===== src/rtl/lobm_pkg.sv =====
// Shared types and constants of the limit order book matcher.
// Used by the controller, the datapath, the top level and the checker.
package lobm_pkg;

    localparam int BOOK_DEPTH  = 32;
    localparam int IDX_W       = $clog2(BOOK_DEPTH);
    localparam int CNT_W       = $clog2(BOOK_DEPTH + 1);
    localparam int MAX_RESULTS = 32;
    localparam int NTR_W       = $clog2(MAX_RESULTS + 1);

    localparam logic OP_ADD    = 1'b0;
    localparam logic OP_CANCEL = 1'b1;
    localparam logic SIDE_BID  = 1'b0;
    localparam logic SIDE_ASK  = 1'b1;

    typedef logic [IDX_W-1:0] idx_t;

    typedef enum logic [2:0] {
        ST_TRADE     = 3'd0,
        ST_RESTED    = 3'd1,
        ST_CANCELLED = 3'd2,
        ST_NOT_FOUND = 3'd3,
        ST_FULL      = 3'd4
    } status_t;

    typedef enum logic [1:0] {
        MODE_BEST,
        MODE_CANCEL,
        MODE_OUTER,
        MODE_INNER
    } mode_t;

    typedef enum logic [4:0] {
        S_IDLE,
        S_DECODE,
        S_INSERT,
        S_CANCEL_SCAN,
        S_CANCEL_DONE,
        S_BEST_SCAN,
        S_BEST_DONE,
        S_OUTER_RD,
        S_OUTER_EV,
        S_INNER_SCAN,
        S_OUTER_NEXT,
        S_PAIR_DONE,
        S_EMIT_PEND,
        S_TRADE,
        S_WB_BID,
        S_WB_ASK,
        S_EMIT_FINAL
    } state_t;

    typedef struct packed {
        logic        side;
        logic [19:0] price;
        logic [23:0] qty;
        logic [31:0] oid;
        logic [15:0] instr;
        logic [31:0] mkt;
        logic [23:0] cur;
        logic [31:0] arrival;
    } slot_t;

    typedef struct packed {
        logic    load;
        logic    insert;
        logic    rd_en;
        idx_t    rd_addr;
        mode_t   mode;
        logic    clr_best;
        logic    clr_pick;
        logic    clr_pair;
        logic    cancel_clr;
        logic    trade;
        logic    wb_bid;
        logic    wb_ask;
        logic    push;
        logic    push_pend;
        logic    push_last;
        status_t push_code;
    } cmd_t;

    typedef struct packed {
        logic opcode;
        logic qty_zero;
        logic full;
        logic pick_found;
        logic best_ok;
        logic hold_cand;
        logic pair_found;
        logic pend_vld;
        logic out_free;
    } stat_t;

endpackage


===== src/rtl/lobm_ctrl.sv =====
// Sequencer of the order book matcher: scans, match rounds and result pushes.
// Depends on lobm_pkg; drives the datapath through cmd_t, reads stat_t.
module lobm_ctrl
    import lobm_pkg::*;
(
    input  logic  clk,
    input  logic  rst_n,
    input  logic  in_valid,
    output logic  in_stall,
    input  stat_t st,
    output cmd_t  cmd
);

    state_t           state_reg, state_next;
    logic [CNT_W-1:0] cnt_reg, cnt_next;
    logic [CNT_W-1:0] outer_reg, outer_next;
    logic [NTR_W-1:0] ntr_reg, ntr_next;
    status_t          fin_code_reg, fin_code_next;
    logic             fin_pend_reg, fin_pend_next;
    logic             scan_end;

    assign scan_end = (cnt_reg == CNT_W'(BOOK_DEPTH));
    assign in_stall = (state_reg != S_IDLE);

    always_ff @(posedge clk or negedge rst_n)
    begin
        if (!rst_n)
        begin
            state_reg    <= S_IDLE;
            cnt_reg      <= '0;
            outer_reg    <= '0;
            ntr_reg      <= '0;
            fin_code_reg <= ST_RESTED;
            fin_pend_reg <= 1'b0;
        end
        else
        begin
            state_reg    <= state_next;
            cnt_reg      <= cnt_next;
            outer_reg    <= outer_next;
            ntr_reg      <= ntr_next;
            fin_code_reg <= fin_code_next;
            fin_pend_reg <= fin_pend_next;
        end
    end

    always_comb
    begin
        state_next    = state_reg;
        cnt_next      = cnt_reg;
        outer_next    = outer_reg;
        ntr_next      = ntr_reg;
        fin_code_next = fin_code_reg;
        fin_pend_next = fin_pend_reg;
        case (state_reg)
            S_IDLE:
            begin
                if (in_valid)
                    state_next = S_DECODE;
            end
            S_DECODE:
            begin
                cnt_next      = '0;
                ntr_next      = '0;
                fin_pend_next = 1'b0;
                if (st.opcode == OP_CANCEL)
                    state_next = S_CANCEL_SCAN;
                else if (st.full)
                begin
                    fin_code_next = ST_FULL;
                    state_next    = S_EMIT_FINAL;
                end
                else if (st.qty_zero)
                begin
                    fin_code_next = ST_RESTED;
                    state_next    = S_EMIT_FINAL;
                end
                else
                    state_next = S_INSERT;
            end
            S_INSERT:
            begin
                cnt_next   = '0;
                state_next = S_BEST_SCAN;
            end
            S_CANCEL_SCAN:
            begin
                cnt_next = cnt_reg + 1'b1;
                if (scan_end)
                    state_next = S_CANCEL_DONE;
            end
            S_CANCEL_DONE:
            begin
                fin_code_next = st.pick_found ? ST_CANCELLED : ST_NOT_FOUND;
                fin_pend_next = 1'b0;
                state_next    = S_EMIT_FINAL;
            end
            S_BEST_SCAN:
            begin
                cnt_next = cnt_reg + 1'b1;
                if (scan_end)
                    state_next = S_BEST_DONE;
            end
            S_BEST_DONE:
            begin
                outer_next = '0;
                if (st.best_ok)
                    state_next = S_OUTER_RD;
                else
                begin
                    fin_code_next = ST_RESTED;
                    fin_pend_next = st.pend_vld;
                    state_next    = S_EMIT_FINAL;
                end
            end
            S_OUTER_RD:
                state_next = S_OUTER_EV;
            S_OUTER_EV:
            begin
                cnt_next = '0;
                if (st.hold_cand)
                    state_next = S_INNER_SCAN;
                else
                    state_next = S_OUTER_NEXT;
            end
            S_INNER_SCAN:
            begin
                cnt_next = cnt_reg + 1'b1;
                if (scan_end)
                    state_next = S_OUTER_NEXT;
            end
            S_OUTER_NEXT:
            begin
                if (outer_reg == CNT_W'(BOOK_DEPTH - 1))
                    state_next = S_PAIR_DONE;
                else
                begin
                    outer_next = outer_reg + 1'b1;
                    state_next = S_OUTER_RD;
                end
            end
            S_PAIR_DONE:
            begin
                if (!st.pair_found)
                begin
                    fin_code_next = ST_RESTED;
                    fin_pend_next = st.pend_vld;
                    state_next    = S_EMIT_FINAL;
                end
                else if (st.pend_vld)
                    state_next = S_EMIT_PEND;
                else
                    state_next = S_TRADE;
            end
            S_EMIT_PEND:
            begin
                if (st.out_free)
                    state_next = S_TRADE;
            end
            S_TRADE:
            begin
                ntr_next   = ntr_reg + 1'b1;
                state_next = S_WB_BID;
            end
            S_WB_BID:
                state_next = S_WB_ASK;
            S_WB_ASK:
            begin
                cnt_next = '0;
                if (ntr_reg == NTR_W'(MAX_RESULTS))
                begin
                    fin_pend_next = 1'b1;
                    state_next    = S_EMIT_FINAL;
                end
                else
                    state_next = S_BEST_SCAN;
            end
            S_EMIT_FINAL:
            begin
                if (st.out_free)
                    state_next = S_IDLE;
            end
            default:
                state_next = S_IDLE;
        endcase
    end

    always_comb
    begin
        cmd           = '0;
        cmd.mode      = MODE_BEST;
        cmd.push_code = ST_RESTED;
        cmd.rd_addr   = cnt_reg[IDX_W-1:0];
        case (state_reg)
            S_IDLE:
                cmd.load = in_valid;
            S_INSERT:
                cmd.insert = 1'b1;
            S_CANCEL_SCAN:
            begin
                cmd.mode     = MODE_CANCEL;
                cmd.rd_en    = !scan_end;
                cmd.clr_pick = (cnt_reg == '0);
            end
            S_CANCEL_DONE:
                cmd.cancel_clr = 1'b1;
            S_BEST_SCAN:
            begin
                cmd.mode     = MODE_BEST;
                cmd.rd_en    = !scan_end;
                cmd.clr_best = (cnt_reg == '0);
            end
            S_BEST_DONE:
                cmd.clr_pair = 1'b1;
            S_OUTER_RD:
            begin
                cmd.mode    = MODE_OUTER;
                cmd.rd_en   = 1'b1;
                cmd.rd_addr = outer_reg[IDX_W-1:0];
            end
            S_INNER_SCAN:
            begin
                cmd.mode  = MODE_INNER;
                cmd.rd_en = !scan_end;
            end
            S_EMIT_PEND:
            begin
                cmd.push      = st.out_free;
                cmd.push_pend = 1'b1;
                cmd.push_last = 1'b0;
            end
            S_TRADE:
                cmd.trade = 1'b1;
            S_WB_BID:
                cmd.wb_bid = 1'b1;
            S_WB_ASK:
                cmd.wb_ask = 1'b1;
            S_EMIT_FINAL:
            begin
                cmd.push      = st.out_free;
                cmd.push_pend = fin_pend_reg;
                cmd.push_last = 1'b1;
                cmd.push_code = fin_code_reg;
            end
            default:
                cmd.load = 1'b0;
        endcase
    end

endmodule


===== config.mk =====
export PLATFORM = sky130hd
export DESIGN_NAME = lobm_ctrl
export DESIGN_NICKNAME = d
export VERILOG_FILES = /design/src/rtl/lobm_pkg.sv /design/src/rtl/lobm_ctrl.sv
export SDC_FILE = /design/constraint.sdc
export NUM_CORES = 1
export LEC_CHECK = 0
export BUFFER_PORTS_ARGS = -buffer_cell sky130_fd_sc_hd__buf_2
export CAP_MARGIN = 20
export CORE_MARGIN = 1
export CORE_UTILIZATION = 43
export CTS_BUF_LIST = sky130_fd_sc_hd__clkbuf_16
export DETAILED_ROUTE_END_ITERATION = 10
export PLACE_DENSITY = 0.62
export SLEW_MARGIN = 20
export SYNTH_ARGS = -nofsm -noshare
export SYNTH_HDL_FRONTEND = slang
export SYNTH_SLANG_ARGS = --single-unit

===== constraint.sdc =====
create_clock -name clk -period 2.9 [get_ports clk]
set_clock_uncertainty 0.1 [all_clocks]
set_input_delay 0.145 -clock clk [delete_from_list [all_inputs] [get_ports clk]]
set_output_delay 0.145 -clock clk [all_outputs]
set_load 0.02 [all_outputs]

==> qor.txt <==
status -> finished clean
r2r startpoint -> state_reg[3]
Max Cap Violations -> 0
remaining antenna violation count -> 0
port buffer count -> 35
EDFF count, synth -> 0
Setup Buffers After CTS -> 0
top cell type's share of synthesized area -> 31.0%
Synth Area per Inst -> 8.41 um^2
Worst setup SP type -> register
nets -> 298
RSZ-0062 raised after global routing -> no
Hold Path Class -> primary input to register
Final Cycle Share -> 87.9%
fin crit period -> 2.55 ns
CTS Buffer Depth -> 2
Rel. slew slack -> 53.5%
Post-Syn Area -> 2100 um^2
Util after Layout -> 50.8%
Setup violations, final -> 0
Synth cell types -> 60
top_reg_cell synth -> dfrtp_1
I/O pin total -> 36
critical path type -> register to output pin
drt pass-1 iters -> 4
Total Power -> 0.00166 W
routed vias/inst -> 5.46
sequential standard cell area -> 677 um^2
first-pass GRT wire length -> 8430 um
pwr/cell area -> 692 nW/um^2
Synth Instances -> 250
Area growth syn-to-layout -> 14.2%
Filler cells -> 456
Seq cells post-synth -> 27
Initial Util -> 44.5%
CTS Sinks -> 27
measured slew at the worst slew-check pin -> 0.698 ns
initial antenna violation count -> 0
Synth Net Count -> 267
reg2reg end -> state_reg[0]
total vias in the final route -> 1,894
sequential area share after synthesis -> 32.2%
largest net degree at the start of global routing -> 28
die footprint -> 5170 um^2
fmax -> 392 MHz
grt ovf -> 0
vias in the first global route -> 1,738
Peak VDD IR -> 0.289 mV
Core ar. -> 4720 um^2
setup tns final -> 0 ns
die span in y -> 71.9 um
CTS root buffer -> clkbuf_16
DRC -> 0
proportion of layout cells with a drive suffix above 1 -> 22.5%
HPWL Detailed -> 3820 um
Synth area leader -> dfrtp_1
clock latency on the worst-skew pair -> 0.27 ns
multi-input combinational cell area -> 1290 um^2
WHS Endpoint -> fin_code_reg[0]
hold_sp -> st[5]
crit path max fanout -> 24
Hold Violations, Final -> 0
Min Hold Slack -> 0.154 ns
CP Launch Point -> state_reg[3]
Place WS -> 0.576 ns
Critical Path RT -> 2.65 ns
Slew Limit Fails -> 0
clk slew on worst S/H paths -> 0.07 ns
Antenna diodes -> 0
Core Rows -> 25
total routed wirelength -> 5120 um
# H-tree levels -> 1
Reg2Reg Depth -> 5
Worst Setup Slack, final -> 0.352 ns
Leak -> 1.03 nW
gr usage total -> 20.9%
wire length per cell -> 14.7 um
CTS buffer count -> 3
DRT iter0 DRCs -> 153
die width -> 71.9 um
CTS tree -> built
Area contributors post-synth -> dfrtp_1 (31%), nor2_1 (5.0%), nand2_1 (3.6%)
CP endpoint kind -> output pin
Critical Path AT -> 2.30 ns
hold-critical path depth -> 3
asr flop ratio synth -> 100%
Yosys warning count -> 0
reg2reg setup slack -> 0.55 ns
Final GP Congestion -> 0.927
==> placed cells by master (no fill, tap or decap), types with 3 or more instances in the layout <==
cell type and n:
nand3b_1 4, nor3_1 11, nand3_1 12, dfrtp_1 26, xnor2_1 6, o21ai_0 13
nor4_1 4, ha_1 5, nor2_1 28, mux2_2 6, buf_4 6, nand2b_1 7
buf_2 35, mux2i_1 3, nand2_1 20, and2_1 4, or3_1 5, a21oi_1 11
inv_1 11, clkbuf_16 3, a22o_1 3, nand4_1 4
==> metal layers <==
layer / share of wire, % / vias to the layer above / track usage, %
li1: - / 971 / -
met1: 49 / 869 / 30.8
met2: 46 / 49 / 32.3
met3: 3.8 / 5 / 2.36
met4: 1.2 / 0 / 6.32
met5: 0 / - / 0
==> report_power, final <==
group | internal, W | leakage [nW] | switching (W)
Combinational | 0.000324 | 0.632 | 0.000488
Sequential | 0.000433 | 0.356 | 0.0000982
Clock | 0.000185 | 0.0423 | 0.000135
Total | 0.000942 | 1.03 | 0.000721
==> worst max-delay path: stages, from the launching register on <==
cell and delay, ns:
dfrtp_1 0.64, nand2b_1 0.42, nor2_1 0.43, mux2_2 0.39
buf_2 0.16
==> synthesized netlist by cell type (2+ instances only) <==
library cell	instances
and3_1	2
clkbuf_1	5
xor2_1	2
a32o_1	2
a22o_1	3
nand2_1	20
a21oi_1	11
nand3b_1	4
a22oi_1	2
o32ai_1	2
o32a_1	2
nand4_1	4
nand3_1	12
buf_2	6
o31ai_1	2
mux2i_1	3
nor2b_1	2
nor2_1	28
o21bai_1	2
o2bb2ai_1	2
dfrtp_1	26
buf_6	2
nor4_1	4
or3b_1	2
nand2b_1	7
and2_1	4
nor2_2	2
or3_1	5
ha_1	5
a21o_1	2
inv_1	10
o21ai_0	13
or3b_2	2
buf_4	3
xnor2_1	6
o22ai_1	2
mux2_2	6
nor3_1	11
==> how the worst max path moves through the flow <==
stage | slack (ns) | to | depth (start not counted)
finish | 0.35 | cmd[19] | 4
global route | 0.23 | cmd[17] | 4
CTS | 0.35 | cmd[17] | 4
detailed placement | 0.58 | state_reg[0] | 5
global placement | 0.61 | ntr_reg[3] | 6
floorplan | 0.91 | cmd[13] | 5
==> cell type report <==
cell class	instances	share of cell area, %
Clock buffer	3	3.13
Clock inverter	1	0.156
Inverter	10	1.56
Multi-Input combinational cell	197	53.9
Sequential cell	27	28.2
Tap cell	67	3.49
Timing Repair Buffer	42	9.59
==> cells by family after synthesis <==
kind of cell / after synthesis / synth area share, %
DFF: 27 / 32.2
adders and majority gates: 5 / 2.98
and+or+nand+nor: 116 / 29.7
muxes: 9 / 4.64
xor gates and xnor gates: 8 / 3.33
AOI/OAI and AO/OA: 59 / 20.9
buffers and inverters: 26 / 6.25
==> stage by stage <==
| stage | cell area (um^2) | instances |
|---|---|---|
| after floorplan | 2100 | 250 |
| after global placement | 2310 | 342 |
| after detailed placement | 2310 | 342 |
| after CTS | 2400 | 347 |
| after global routing | 2400 | 347 |
| final | 2400 | 347 |
==> repair_timing <==
| action | 4_1_cts | 5_1_grt |
|---|---|---|
| endpoints found under the setup margin | 0 | 0 |
| hold buffers | 1 | 0 |
| endpoints found under the hold margin | 26 | 0 |
| resized for setup | 0 | 0 |
No activity file was read; power rests on OpenSTA's default activity.
